### config.mk
export PLATFORM = sky130hd
export DESIGN_NAME = scrolling_text_window_generator_unit_flat
export DESIGN_NICKNAME = d
export VERILOG_FILES = /design/src/stwg_pkg.sv /design/src/stwg_if.sv /design/src/scrolling_text_window_generator_unit.sv /design/src/flat_wrapper.sv
export SDC_FILE = /design/constraint.sdc
export NUM_CORES = 2
export LEC_CHECK = 0
export ABC_AREA = 0
export BUFFER_PORTS_ARGS = -buffer_cell sky130_fd_sc_hd__buf_2
export CAP_MARGIN = 0
export CORE_UTILIZATION = 65
export CTS_BUF_LIST = sky130_fd_sc_hd__clkbuf_8
export DETAILED_ROUTE_END_ITERATION = 8
export HOLD_SLACK_MARGIN = 0.05
export PLACE_DENSITY = 0.82
export SLEW_MARGIN = 5
export SYNTH_ARGS = -nofsm -noshare
export SYNTH_HDL_FRONTEND = slang
export SYNTH_SLANG_ARGS = --single-unit
### constraint.sdc
create_clock -name clk -period 8.5 [get_ports clk]
set_clock_uncertainty 0.1 [all_clocks]
set_input_delay 2.125 -clock clk [delete_from_list [all_inputs] [get_ports clk]]
set_output_delay 2.125 -clock clk [all_outputs]
set_load 0.01 [all_outputs]
### src/stwg_pkg.sv
// shared widths, codes and the reveal alphabet for the scrolling text window generator
`timescale 1ns / 1ps
package stwg_pkg;

  localparam int CMD_W  = 2;
  localparam int SLOT_W = 7;
  localparam int VAL_W  = 8;
  localparam int CHAR_W = 7;
  localparam int CFG_IDX_W  = 3;
  localparam int CFG_DATA_W = 64;

  typedef enum logic [CMD_W-1:0] {
    CMD_TICK     = 2'd0,
    CMD_LOAD_MSG = 2'd1,
    CMD_LOAD_RND = 2'd2,
    CMD_RESTART  = 2'd3
  } cmd_t;

  localparam logic [2:0] MODE_STATIC  = 3'd0;
  localparam logic [2:0] MODE_SCROLL  = 3'd1;
  localparam logic [2:0] MODE_REPLACE = 3'd2;
  localparam logic [2:0] MODE_REVEAL  = 3'd3;
  localparam logic [2:0] MODE_LOOP    = 3'd4;

  localparam logic [CFG_IDX_W-1:0] CFG_MODE    = 3'd0;
  localparam logic [CFG_IDX_W-1:0] CFG_DIVIDER = 3'd1;
  localparam logic [CFG_IDX_W-1:0] CFG_MSG_LEN = 3'd2;
  localparam logic [CFG_IDX_W-1:0] CFG_ENABLE  = 3'd3;
  localparam logic [CFG_IDX_W-1:0] CFG_SEP     = 3'd4;
  localparam logic [CFG_IDX_W-1:0] CFG_SEP_LEN = 3'd5;

  localparam logic [15:0] HOLD_TIME = 16'h0400;
  localparam logic [15:0] SHOW_TIME = 16'h0200;
  localparam logic [7:0]  MIX_INIT  = 8'h55;
  localparam logic [7:0]  MAP_FULL  = 8'hFF;
  localparam logic [4:0]  MATCH     = 5'h1F;

  // A..Z then 2..7
  function automatic logic [CHAR_W-1:0] alpha_char(input logic [4:0] idx);
    logic [CHAR_W-1:0] c;
    if (idx < 5'd26) begin
      c = 7'h41 + {2'b00, idx};
    end else begin
      c = 7'h32 + {2'b00, idx} - 7'd26;
    end
    return c;
  endfunction

endpackage

### src/stwg_if.sv
// request and window channel interfaces
`timescale 1ns / 1ps
interface stwg_in_if;
  import stwg_pkg::*;
  logic              valid;
  logic              ready;
  logic [CMD_W-1:0]  command;
  logic [SLOT_W-1:0] slot;
  logic [VAL_W-1:0]  value;
  modport source (output valid, command, slot, value, input ready);
  modport sink   (input valid, command, slot, value, output ready);
endinterface

interface stwg_out_if;
  import stwg_pkg::*;
  logic              valid;
  logic              ready;
  logic [CHAR_W-1:0] char_0;
  logic [CHAR_W-1:0] char_1;
  logic [CHAR_W-1:0] char_2;
  logic [CHAR_W-1:0] char_3;
  logic [CHAR_W-1:0] char_4;
  logic [CHAR_W-1:0] char_5;
  logic [CHAR_W-1:0] char_6;
  logic [CHAR_W-1:0] char_7;
  modport source (output valid, char_0, char_1, char_2, char_3, char_4, char_5, char_6, char_7,
                  input ready);
  modport sink   (input valid, char_0, char_1, char_2, char_3, char_4, char_5, char_6, char_7,
                  output ready);
endinterface

### src/scrolling_text_window_generator_unit.sv
// scrolling text window generator top level
// one request at a time; loads, disabled ticks and ticks with divider 0 stay idle, other
// ticks run a bit-serial division of the position and return to idle when no window is due
// scroll, replace and nonempty loop run a second division for the window, reveal draws random
// letters for unlocked slots; a restart skips the first division
// reset is synchronous: config and control registers reset, the memories hold no reset.
`timescale 1ns / 1ps
module scrolling_text_window_generator_unit #(
  parameter int MESSAGE_DEPTH = 32
) (
  input  logic                                clk,
  input  logic                                rst_n,
  stwg_in_if.sink                             in_chan,
  stwg_out_if.source                          out_chan,
  input  logic                                cfg_we,
  input  logic [stwg_pkg::CFG_IDX_W-1:0]      cfg_idx,
  input  logic [stwg_pkg::CFG_DATA_W-1:0]     cfg_wdata
);
  import stwg_pkg::*;

  localparam int AW = $clog2(MESSAGE_DEPTH);

  typedef enum logic [3:0] {
    S_IDLE, S_DIV, S_DIV_END, S_SETUP, S_SETUP2, S_REV_CHK2, S_REV_LOCK,
    S_RND_RD, S_RND_WT, S_STIR_RD, S_STIR_WT, S_CHAR, S_CHAR_WT, S_CHAR_RND, S_DONE
  } state_t;

  typedef enum logic [1:0] {SRC_BLANK, SRC_MSG, SRC_SEP, SRC_RND} src_t;

  // configuration
  logic [2:0]  mode_r;
  logic [7:0]  div_r;
  logic [5:0]  mlen_r;
  logic        en_r;
  logic [63:0] sep_r;
  logic [3:0]  slen_r;

  // block state
  state_t      state_r, ret_r;
  logic [15:0] pos_r;
  logic [7:0]  locked_r;
  logic [6:0]  idx_r;
  logic [7:0]  mix_r;
  logic [7:0]  acc_r;      // pending xor of all stirs, applied on pool read and write

  // work registers
  logic [15:0] quo_r;
  logic [7:0]  rem_r;
  logic [7:0]  dvs_r;
  logic [3:0]  cnt_r;
  logic        phase_r;
  logic [15:0] step_r;
  logic [7:0]  base_r;
  logic        blank_r;
  logic        rnd_en_r;
  logic [7:0]  rnd_r;
  logic [2:0]  i_r;
  logic [CHAR_W-1:0] win_r [8];

  logic              out_valid_r;
  logic [CHAR_W-1:0] out_r [8];

  // memories
  logic [7:0] msg_mem [MESSAGE_DEPTH];
  logic [7:0] pool_mem [128];
  logic [7:0] msg_q_r;
  logic [7:0] pool_q_r;

  logic       in_acc;
  logic       out_load;
  logic [7:0] slot_ext;
  logic [5:0] len_c;
  logic [7:0] len8, slen8, period8, chunks8;
  logic [8:0] div_sh;
  logic       div_ge;
  logic [7:0] v, vs, vm;
  src_t       src;
  logic [7:0] msg_idx;
  logic [2:0] sep_idx;
  logic [6:0] pool_raddr;
  logic [7:0] rnd_val;
  logic [7:0] stir_mix;
  logic [7:0] new_map;

  assign in_chan.ready = (state_r == S_IDLE);
  assign in_acc   = in_chan.valid && in_chan.ready;
  assign out_load = (state_r == S_DONE) && (!out_valid_r || out_chan.ready);
  assign slot_ext = {1'b0, in_chan.slot};

  assign len_c   = (int'(mlen_r) > MESSAGE_DEPTH) ? 6'(MESSAGE_DEPTH) : mlen_r;
  assign len8    = {2'b00, len_c};
  assign slen8   = (slen_r > 4'd8) ? 8'd8 : {4'd0, slen_r};
  assign period8 = len8 + slen8;
  assign chunks8 = {5'd0, len_c[5:3]};

  assign div_sh = {rem_r, quo_r[15]};
  assign div_ge = div_sh >= {1'b0, dvs_r};

  assign rnd_val  = pool_q_r ^ acc_r;
  assign stir_mix = mix_r ^ rnd_val;
  assign new_map  = locked_r | (8'd1 << rnd_r[2:0]);

  // character source for the current window slot
  always_comb begin
    v  = base_r + {5'd0, i_r};
    vs = v - len8;
    vm = vs - slen8;
    src = SRC_BLANK;
    msg_idx = v;
    sep_idx = vs[2:0];
    if (blank_r) begin
      src = SRC_BLANK;
    end else if (rnd_en_r && !locked_r[i_r]) begin
      src = SRC_RND;
    end else if (v < len8) begin
      src = SRC_MSG;
    end else if (mode_r == MODE_LOOP) begin
      if (vs < slen8) begin
        src = SRC_SEP;
      end else if (vm < len8) begin
        src = SRC_MSG;
        msg_idx = vm;
      end
    end
  end

  assign pool_raddr = (state_r == S_STIR_RD) ? mix_r[6:0] : idx_r;

  always_ff @(posedge clk) begin
    if (in_acc && in_chan.command == CMD_LOAD_MSG && int'(in_chan.slot) < MESSAGE_DEPTH) begin
      msg_mem[slot_ext[AW-1:0]] <= in_chan.value;
    end
    msg_q_r <= msg_mem[msg_idx[AW-1:0]];
  end

  always_ff @(posedge clk) begin
    if (in_acc && in_chan.command == CMD_LOAD_RND) begin
      pool_mem[in_chan.slot] <= in_chan.value ^ acc_r;
    end
    pool_q_r <= pool_mem[pool_raddr];
  end

  always_ff @(posedge clk) begin
    if (!rst_n) begin
      mode_r      <= MODE_STATIC;
      div_r       <= 8'd8;
      mlen_r      <= '0;
      en_r        <= 1'b0;
      sep_r       <= '0;
      slen_r      <= '0;
      state_r     <= S_IDLE;
      ret_r       <= S_IDLE;
      pos_r       <= '0;
      locked_r    <= '0;
      idx_r       <= '0;
      mix_r       <= MIX_INIT;
      acc_r       <= '0;
      out_valid_r <= 1'b0;
    end else begin
      if (cfg_we) begin
        case (cfg_idx)
          CFG_MODE:    mode_r <= cfg_wdata[2:0];
          CFG_DIVIDER: div_r  <= cfg_wdata[7:0];
          CFG_MSG_LEN: mlen_r <= cfg_wdata[5:0];
          CFG_ENABLE:  en_r   <= cfg_wdata[0];
          CFG_SEP:     sep_r  <= cfg_wdata;
          CFG_SEP_LEN: slen_r <= cfg_wdata[3:0];
          default: ;
        endcase
      end

      if (out_load) begin
        out_valid_r <= 1'b1;
      end else if (out_valid_r && out_chan.ready) begin
        out_valid_r <= 1'b0;
      end

      case (state_r)
        S_IDLE: begin
          if (in_acc) begin
            blank_r  <= 1'b0;
            rnd_en_r <= 1'b0;
            base_r   <= '0;
            i_r      <= '0;
            rem_r    <= '0;
            cnt_r    <= '0;
            phase_r  <= 1'b0;
            case (in_chan.command)
              CMD_TICK: begin
                if (en_r) begin
                  pos_r <= pos_r + 16'd1;
                  if (div_r != 8'd0) begin
                    quo_r   <= pos_r + 16'd1;
                    dvs_r   <= div_r;
                    state_r <= S_DIV;
                  end
                end
              end
              CMD_RESTART: begin
                pos_r    <= '0;
                locked_r <= '0;
                step_r   <= '0;
                state_r  <= S_SETUP;
              end
              default: ;
            endcase
          end
        end
        S_DIV: begin
          rem_r <= div_ge ? 8'(div_sh - {1'b0, dvs_r}) : div_sh[7:0];
          quo_r <= {quo_r[14:0], div_ge};
          cnt_r <= cnt_r + 4'd1;
          if (cnt_r == 4'd15) begin
            state_r <= S_DIV_END;
          end
        end
        S_DIV_END: begin
          if (!phase_r) begin
            step_r  <= quo_r;
            state_r <= (rem_r == 8'd0) ? S_SETUP : S_IDLE;
          end else begin
            state_r <= S_SETUP2;
          end
        end
        S_SETUP: begin
          rem_r   <= '0;
          cnt_r   <= '0;
          phase_r <= 1'b1;
          quo_r   <= step_r;
          case (mode_r)
            MODE_STATIC: state_r <= S_CHAR;
            MODE_SCROLL: begin
              dvs_r   <= len8 + 8'd1;
              state_r <= S_DIV;
            end
            MODE_REPLACE: begin
              dvs_r   <= chunks8 + 8'd1;
              state_r <= S_DIV;
            end
            MODE_REVEAL: begin
              if (locked_r == MAP_FULL) begin
                // blink phase before the map clears again
                if (pos_r > HOLD_TIME) begin
                  locked_r <= '0;
                end
                blank_r <= !(step_r[2] || pos_r > SHOW_TIME);
                state_r <= S_CHAR;
              end else begin
                rnd_en_r <= 1'b1;
                ret_r    <= S_REV_CHK2;
                state_r  <= S_RND_RD;
              end
            end
            MODE_LOOP: begin
              if (period8 == 8'd0) begin
                blank_r <= 1'b1;
                state_r <= S_CHAR;
              end else begin
                dvs_r   <= period8;
                state_r <= S_DIV;
              end
            end
            default: state_r <= S_IDLE;
          endcase
        end
        S_SETUP2: begin
          if (mode_r == MODE_REPLACE) begin
            if (rem_r < chunks8) begin
              base_r <= {rem_r[4:0], 3'b000};
            end else begin
              blank_r <= 1'b1;
            end
          end else begin
            base_r <= rem_r;
          end
          state_r <= S_CHAR;
        end
        S_REV_CHK2: begin
          if (rnd_r[4:0] == MATCH) begin
            ret_r   <= S_REV_LOCK;
            state_r <= S_RND_RD;
          end else begin
            state_r <= S_CHAR;
          end
        end
        S_REV_LOCK: begin
          locked_r <= new_map;
          if (new_map == MAP_FULL) begin
            pos_r <= '0;
          end
          state_r <= S_CHAR;
        end
        S_RND_RD: state_r <= S_RND_WT;
        S_RND_WT: begin
          rnd_r <= rnd_val;
          idx_r <= idx_r + 7'd1;
          state_r <= (idx_r == 7'd127) ? S_STIR_RD : ret_r;
        end
        S_STIR_RD: state_r <= S_STIR_WT;
        S_STIR_WT: begin
          acc_r   <= acc_r ^ stir_mix;
          mix_r   <= {stir_mix[6:0], stir_mix[7]};
          state_r <= ret_r;
        end
        S_CHAR: begin
          case (src)
            SRC_MSG: state_r <= S_CHAR_WT;
            SRC_RND: begin
              ret_r   <= S_CHAR_RND;
              state_r <= S_RND_RD;
            end
            SRC_SEP: begin
              win_r[i_r] <= sep_r[{sep_idx, 3'b000} +: CHAR_W];
              i_r        <= i_r + 3'd1;
              state_r    <= (i_r == 3'd7) ? S_DONE : S_CHAR;
            end
            default: begin
              win_r[i_r] <= '0;
              i_r        <= i_r + 3'd1;
              state_r    <= (i_r == 3'd7) ? S_DONE : S_CHAR;
            end
          endcase
        end
        S_CHAR_WT: begin
          win_r[i_r] <= msg_q_r[CHAR_W-1:0];
          i_r        <= i_r + 3'd1;
          state_r    <= (i_r == 3'd7) ? S_DONE : S_CHAR;
        end
        S_CHAR_RND: begin
          win_r[i_r] <= alpha_char(rnd_r[4:0]);
          i_r        <= i_r + 3'd1;
          state_r    <= (i_r == 3'd7) ? S_DONE : S_CHAR;
        end
        S_DONE: begin
          if (out_load) begin
            out_r   <= win_r;
            state_r <= S_IDLE;
          end
        end
        default: state_r <= S_IDLE;
      endcase
    end
  end

  assign out_chan.valid  = out_valid_r;
  assign out_chan.char_0 = out_r[0];
  assign out_chan.char_1 = out_r[1];
  assign out_chan.char_2 = out_r[2];
  assign out_chan.char_3 = out_r[3];
  assign out_chan.char_4 = out_r[4];
  assign out_chan.char_5 = out_r[5];
  assign out_chan.char_6 = out_r[6];
  assign out_chan.char_7 = out_r[7];

endmodule

### src/flat_wrapper.sv
// flat-port wrapper written by rule: the top's interface ports become plain ports
module scrolling_text_window_generator_unit_flat import stwg_pkg::*;
#(
  parameter int MESSAGE_DEPTH = 32
)
  (clk, rst_n, cfg_we, cfg_idx, cfg_wdata, in_chan_valid, in_chan_command, in_chan_slot, in_chan_value, in_chan_ready, out_chan_valid, out_chan_char_0, out_chan_char_1, out_chan_char_2, out_chan_char_3, out_chan_char_4, out_chan_char_5, out_chan_char_6, out_chan_char_7, out_chan_ready);
  stwg_in_if in_chan_i ();
  stwg_out_if out_chan_i ();
  input  logic clk;
  input  logic rst_n;
  input  logic cfg_we;
  input  logic [stwg_pkg::CFG_IDX_W-1:0] cfg_idx;
  input  logic [stwg_pkg::CFG_DATA_W-1:0] cfg_wdata;
  input wire logic [$bits(in_chan_i.valid)-1:0] in_chan_valid;
  input wire logic [$bits(in_chan_i.command)-1:0] in_chan_command;
  input wire logic [$bits(in_chan_i.slot)-1:0] in_chan_slot;
  input wire logic [$bits(in_chan_i.value)-1:0] in_chan_value;
  output wire logic [$bits(in_chan_i.ready)-1:0] in_chan_ready;
  output wire logic [$bits(out_chan_i.valid)-1:0] out_chan_valid;
  output wire logic [$bits(out_chan_i.char_0)-1:0] out_chan_char_0;
  output wire logic [$bits(out_chan_i.char_1)-1:0] out_chan_char_1;
  output wire logic [$bits(out_chan_i.char_2)-1:0] out_chan_char_2;
  output wire logic [$bits(out_chan_i.char_3)-1:0] out_chan_char_3;
  output wire logic [$bits(out_chan_i.char_4)-1:0] out_chan_char_4;
  output wire logic [$bits(out_chan_i.char_5)-1:0] out_chan_char_5;
  output wire logic [$bits(out_chan_i.char_6)-1:0] out_chan_char_6;
  output wire logic [$bits(out_chan_i.char_7)-1:0] out_chan_char_7;
  input wire logic [$bits(out_chan_i.ready)-1:0] out_chan_ready;
  assign in_chan_i.valid = in_chan_valid;
  assign in_chan_i.command = in_chan_command;
  assign in_chan_i.slot = in_chan_slot;
  assign in_chan_i.value = in_chan_value;
  assign in_chan_ready = in_chan_i.ready;
  assign out_chan_valid = out_chan_i.valid;
  assign out_chan_char_0 = out_chan_i.char_0;
  assign out_chan_char_1 = out_chan_i.char_1;
  assign out_chan_char_2 = out_chan_i.char_2;
  assign out_chan_char_3 = out_chan_i.char_3;
  assign out_chan_char_4 = out_chan_i.char_4;
  assign out_chan_char_5 = out_chan_i.char_5;
  assign out_chan_char_6 = out_chan_i.char_6;
  assign out_chan_char_7 = out_chan_i.char_7;
  assign out_chan_i.ready = out_chan_ready;
  scrolling_text_window_generator_unit #(.MESSAGE_DEPTH(MESSAGE_DEPTH)) u_core (.clk(clk), .rst_n(rst_n), .in_chan(in_chan_i), .out_chan(out_chan_i), .cfg_we(cfg_we), .cfg_idx(cfg_idx), .cfg_wdata(cfg_wdata));
endmodule
-- Word-level counts from Yosys, hierarchy flattened
Memory sizes are Yosys's and may differ from the RTL's. A register that Yosys moved wholly into a read port is not among the register bits.
Cells that the tools add are included.
- add/subtract/negate cells: 14
- $lt $le $gt $ge: 14
- eq/ne operators: 62
- shifts and indexed selects: 2
- mux-type cells: 103
- bitwise logic cells: 8
- reduce and logical (&&, ||, !) cells: 57
- operator list (cell ; number):
    56-bit bitwise mux ; 3
    56-bit one-hot mux with 3 select lines ; 1
    16-bit two-way mux ; 10
    8-bit two-way mux ; 14
    56-bit one-hot mux with 2 select lines ; 1
    16-bit one-hot mux with 2 select lines ; 3
    8-bit one-hot mux with 3 select lines ; 3
    4-bit two-way mux ; 16
    64-bit by 7-bit variable part select with 7-bit output ; 1
    56-bit AND ; 1
    56-bit NOT ; 1
    4-bit one-hot mux with 13 select lines ; 1
    16-bit one-hot mux with 3 select lines ; 1
    7-bit two-way mux ; 5
    4-bit == test (second input constant) ; 8
    8-bit one-hot mux with 2 select lines ; 2
    8-bit bitwise XOR ; 4
    5-bit two-way mux ; 6
    4-bit one-hot mux with 3 select lines ; 2
    7-bit demux with 3-bit select ; 1
    2-bit inequality test (second input constant) ; 10
    5-bit AND reduction ; 4
    3-bit inequality test (second input constant) ; 6
    6-bit AND reduction ; 3
    69 further kinds ; 153
- flip-flop bits (word level): 325
- bits in writable memories: 1280
- output and inout port bits: 58
- word-level logic and storage cells: 303
- memories kept: 2
- memories (name ; words ; bits a word ; read ports ; clocked after memory_dff ; wr ports ; RTL line ; source):
    u_core.pool_mem ; 128 ; 8 ; 1 ; 1 ; 1 ; scrolling_text_window_generator_unit.sv:65 ; logic [7:0] pool_mem [128];
    u_core.msg_mem ; 32 ; 8 ; 1 ; 1 ; 1 ; scrolling_text_window_generator_unit.sv:64 ; logic [7:0] msg_mem [MESSAGE_DEPTH];

-- Longest topological paths before layout
- depth in word-level cells: 15
- mapped depth: 27
- mapped depth without buffers: 24

-- Least setup slack after synthesis
No wires, ideal clock.
- path kind: register to register
- start: register u_core.i_r[1]
- end: register u_core.msg_q_r[6], read port of u_core.msg_mem
- library setup time: 0.131 ns
- data arrival time: 6.374 ns
- data required time: 8.269 ns
- path slack: 1.895 ns
- cell stages (with the launch flop): 25
- path buffers: 4
- cell sequence: edfxtp_1 -> clkbuf_1 -> inv_1 -> fa_1 -> xor2_1 -> inv_1 -> ha_1 -> xor2_1 -> ha_1 -> a21o_1 -> a21oi_1 -> xor2_1 -> ha_1 -> a21oi_1 -> o21ai_0 -> a211o_1 -> or4_1 -> o21ba_1 -> buf_6 -> buf_4 -> buf_6 -> a21oi_1 -> o22ai_1 -> nor4_1 -> a211oi_1
- word-level cells in the longest chain between the ends: 10
- RTL lines (item ; RTL line ; source):
    start, declared ; scrolling_text_window_generator_unit.sv:57 ; logic [2:0] i_r;
    start signal, assigned ; scrolling_text_window_generator_unit.sv:314 ; i_r <= i_r + 3'd1;
    start signal, assigned ; scrolling_text_window_generator_unit.sv:319 ; i_r <= i_r + 3'd1;
    start signal, assigned ; scrolling_text_window_generator_unit.sv:326 ; i_r <= i_r + 3'd1;
    8-bit by 3-bit adder with 8-bit output ; scrolling_text_window_generator_unit.sv:105 ; v = base_r + {5'd0, i_r};
    8-bit by 6-bit subtractor with 8-bit output ; scrolling_text_window_generator_unit.sv:106 ; vs = v - len8;
    8-bit by 4-bit subtractor with 8-bit output ; scrolling_text_window_generator_unit.sv:107 ; vm = vs - slen8;
    8-bit by 6-bit less-than comparator with 1-bit output ; scrolling_text_window_generator_unit.sv:120 ; end else if (vm < len8) begin
    5-bit two-way mux ; scrolling_text_window_generator_unit.sv:120 ;
    5-bit two-way mux ; scrolling_text_window_generator_unit.sv:118 ; if (vs < slen8) begin
    5-bit two-way mux ; scrolling_text_window_generator_unit.sv:117 ; end else if (mode_r == MODE_LOOP) begin
    5-bit two-way mux ; scrolling_text_window_generator_unit.sv:115 ; end else if (v < len8) begin
    5-bit two-way mux ; scrolling_text_window_generator_unit.sv:113 ; end else if (rnd_en_r && !locked_r[i_r]) begin
    5-bit two-way mux (*) ; scrolling_text_window_generator_unit.sv:111 ; if (blank_r) begin
    end, declared ; scrolling_text_window_generator_unit.sv:66 ; logic [7:0] msg_q_r;
Every way passes the cells marked *; elsewhere a longest branch is shown, timed or not. The select of a mux whose other input is x is not followed.
A chain may end at the register's enable or synchronous reset.

-- Worst setup path after layout
- start: register u_core.i_r[1]
- end: register u_core.msg_q_r[0], read port of u_core.msg_mem
The elaborated chain is that of the path after synthesis.

==> results.md <==
- Post-CTS setup buffers: 0
- Longest Clk Path Bufs: 3
- Fin. max-slew vios: 0
- Post-DP HPWL: 92,400 µm
- Overall routing resource usage: 0.293
- Fin crit share: 0.891
- Fmax: 0.132 GHz
- IO Port Bufs: 139
- WP data arrival: 8.23 ns
- Final Hold Vio Count: 0
- Fin util: 0.720
- Final Power: 16.7 mW
- Layout cell share with drive strength beyond 1: 0.175
- Final non-filler cell total: 5,895
- Worst-path clk slew: 0.07 ns
- First-pass GRT wire length: 224,000 µm
- Distinct cell type count after synthesis: 82
- VDD IR max: 0.000170 V
- RSZ-0062 raised after global routing: false
- Critical path peak fanout: 25
- Post-route ant nets: 0
- DRC: 0
- Crit end category: flop
- Commonest non-fill, non-tap cell in the layout: edfxtp_1
- CTS Hold Bufs: 0
- Number of synthesized flops with an enable pin: 1,431
- Sink Count: 1,580
- Worst-margin pin slew: 1.31 ns
- Status: finished clean
- Die area: 102,000 µm²
- Post-CTS sizing: 0
- Mapped Area: 65,500 µm²
- Max cap viols: 0
- Pre-CTS setup slack: 1.01 ns
- WL final: 149,000 µm
- Die width: 319 µm
- CP max stage cell: mux2i_4
- CP Launch Type: flop
- Via count: 38,400
- Critical path cell sequence: inv_1 -> fa_1 -> inv_1 -> fa_1 -> xor2_1 -> buf_4 -> ha_1 -> a21o_1 -> a21oi_1 -> xor2_1 -> ha_1 -> a21oi_1 -> o21ai_0 -> a211o_1 -> or4_1 -> o21ba_1 -> buf_4 -> mux2i_4 -> buf_4 -> mux2i_1 -> nand2_1 -> a21oi_1 -> a211oi_1
- Die height: 319 µm
- Critical path's largest stage delay: 0.82 ns
- Yosys reg bits: 1,580
- WP buf/inv: 5
- Area Overhead vs Synth: 9.90%
- Worst skew pair latency: 0.93 ns
- Asr flop ratio synth: 0
- Slew headroom: 0.125
- TritonCTS clock tree: done
- Initial antenna violation count: 12
- Fin Setup TNS: 0 ns
- Routed WL per cell: 25.3 µm
- Seq/Total Area, Yosys: 0.701
- Nets@finish: 4,554
- Ports: 147
- Core footprint: 100,000 µm²
- Commonest non-fill, non-tap cells in the layout: edfxtp_1, nand2_1, nor2_1
- Final min period: 7.57 ns
- Post-Place Cells: 5,473
- CTS root buf: clkbuf_8
- Net Count, Synth: 4,356
- Site Rows: 116
- Pleak: 24.5 nW
- H-Tree Level Count: 4
- Post-Syn Instances: 4,210
- Initial drt markers: 5,005
- WS Path Type: reg -> reg
- Worst hold path class: reg -> reg
- Pin count of the biggest net entering global routing: 129
- Worst setup margin: 0.929 ns
- Total grt overflow: 0
- Reg2reg setup slack: 0.93 ns
- First drt pass iteration count: 6
- Main synth FF type: edfxtp_1
- Num CTS Buffers: 230
- Worst EP required: 9.16 ns
- Kind of cell adding the most delay to the critical path: adder cells
- Vias/cell: 6.51
- Vias in the first global route: 37,600
- Yosys warning count: 0
- Mapped Avg Cell Area: 15.6 µm²
- Endpoints failing setup: 0
- Pwr dens: 233 nW/µm²
- Placer Congestion: 0.946
- Initial Util: 0.655
-- cell usage after synthesis, types with 32 or more instances --
master,instances,area (µm²)
edfxtp_1,1431,43000
nand2_1,542,2030
nor2_1,272,1020
mux4_2,270,6080
a21oi_1,165,826
clkbuf_1,161,604
dfxtp_1,149,2980
mux2i_1,125,1250
a211oi_1,101,758
and2_1,100,626
a21boi_0,73,548
o22ai_1,65,407
o21ai_0,62,310
ha_1,52,651
inv_1,52,195
buf_1,43,161
nor2b_1,43,269
xor2_1,43,377
a31oi_1,38,238
xnor2_1,36,315
a311oi_1,34,298
and3_1,34,213
nor3_1,32,160
-- metrics by stage --
| stage | instance area, µm² | hold slack [ns] |
|---|---|---|
| floorplan | 65500 | 0.326 |
| global placement | 67700 | 0.336 |
| detailed placement | 67700 | 0.334 |
| CTS | 72000 | 0.349 |
| global route | 72000 | 0.364 |
| finish | 72000 | 0.346 |
-- worst register-to-register path: cells and delay by family (launching register included) --
| kind | cells | cell delay, ns |
|---|---|---|
| adder cells (fa/ha/maj) | 4 | 1.74 |
| AO/OA/AOI/OAI | 8 | 1.68 |
| buffers and inverters | 5 | 1.15 |
| multiplexers | 2 | 1.05 |
| AND/OR/NAND/NOR | 2 | 0.61 |
| flip-flops | 1 | 0.56 |
| XOR/XNOR | 2 | 0.54 |
-- final timing paths --
| kind | startpoint | to | depth (start not counted) |
|---|---|---|---|
| setup / recovery | u_core.i_r[1]$_SDFFCE_PP0P_ | u_core.msg_q_r[0]$_DFF_P_ | 23 |
| hold / removal | flop | u_core.out_chan.char_5[3]$_DFFE_PP_ | 0 |
| setup reg to reg | u_core.i_r[1]$_SDFFCE_PP0P_ | u_core.msg_q_r[0]$_DFF_P_ | 23 |
| hold reg to reg | flop | u_core.out_chan.char_5[3]$_DFFE_PP_ | 0 |
-- state kept, by name, summed over array words and instances, names as in the netlist, 8 cells and up, named ones only --
signal and cells:
u_core.pool_q_r 8, u_core.div_r 8, u_core.base_r 8, u_core.locked_r 8
u_core.sep_r 56, u_core.pos_r 16, u_core.pool_mem 1024, u_core.msg_mem 224
u_core.acc_r 8, u_core.mix_r 8, u_core.dvs_r 8, u_core.step_r 16
u_core.quo_r 16, u_core.rem_r 8
-- cell families after synthesis --
group	synth area share
buffers and inverters	0.0183
muxes	0.113
adders and majority gates	0.0115
xor gates and xnor gates	0.0106
AOI/OAI and AO/OA	0.0674
DFF	0.701
and+or+nand+nor	0.0775
-- power breakdown --
group	switching, mW	total, mW	internal, mW	leakage, nW
sequential	0.101	8.70	8.60	14.1
combinational	1.50	2.35	0.849	7.97
clock	2.89	5.69	2.80	2.42
total	4.49	16.7	12.3	24.5
-- metal layers --
metal  GRT usage  routed length (µm)  up-vias
met1       0.404               56300    19000
li1            -                   -    16700
met3      0.0574               14800      353
met2       0.467               72300     2316
met5           0                  21        -
met4       0.118                5520        4
-- layout make-up --
type                    instances  area (µm²)
clock buffers                 238        3280
diodes                          6        15.0
fillers                      5906       28000
well taps                    1298        1620
inverters                      56         213
multi-input cells            2338       18600
flip-flops and latches       1580       46000
clock inverters               177        1020
repair buffers                202        1260
(Power assumes the default switching activity.)
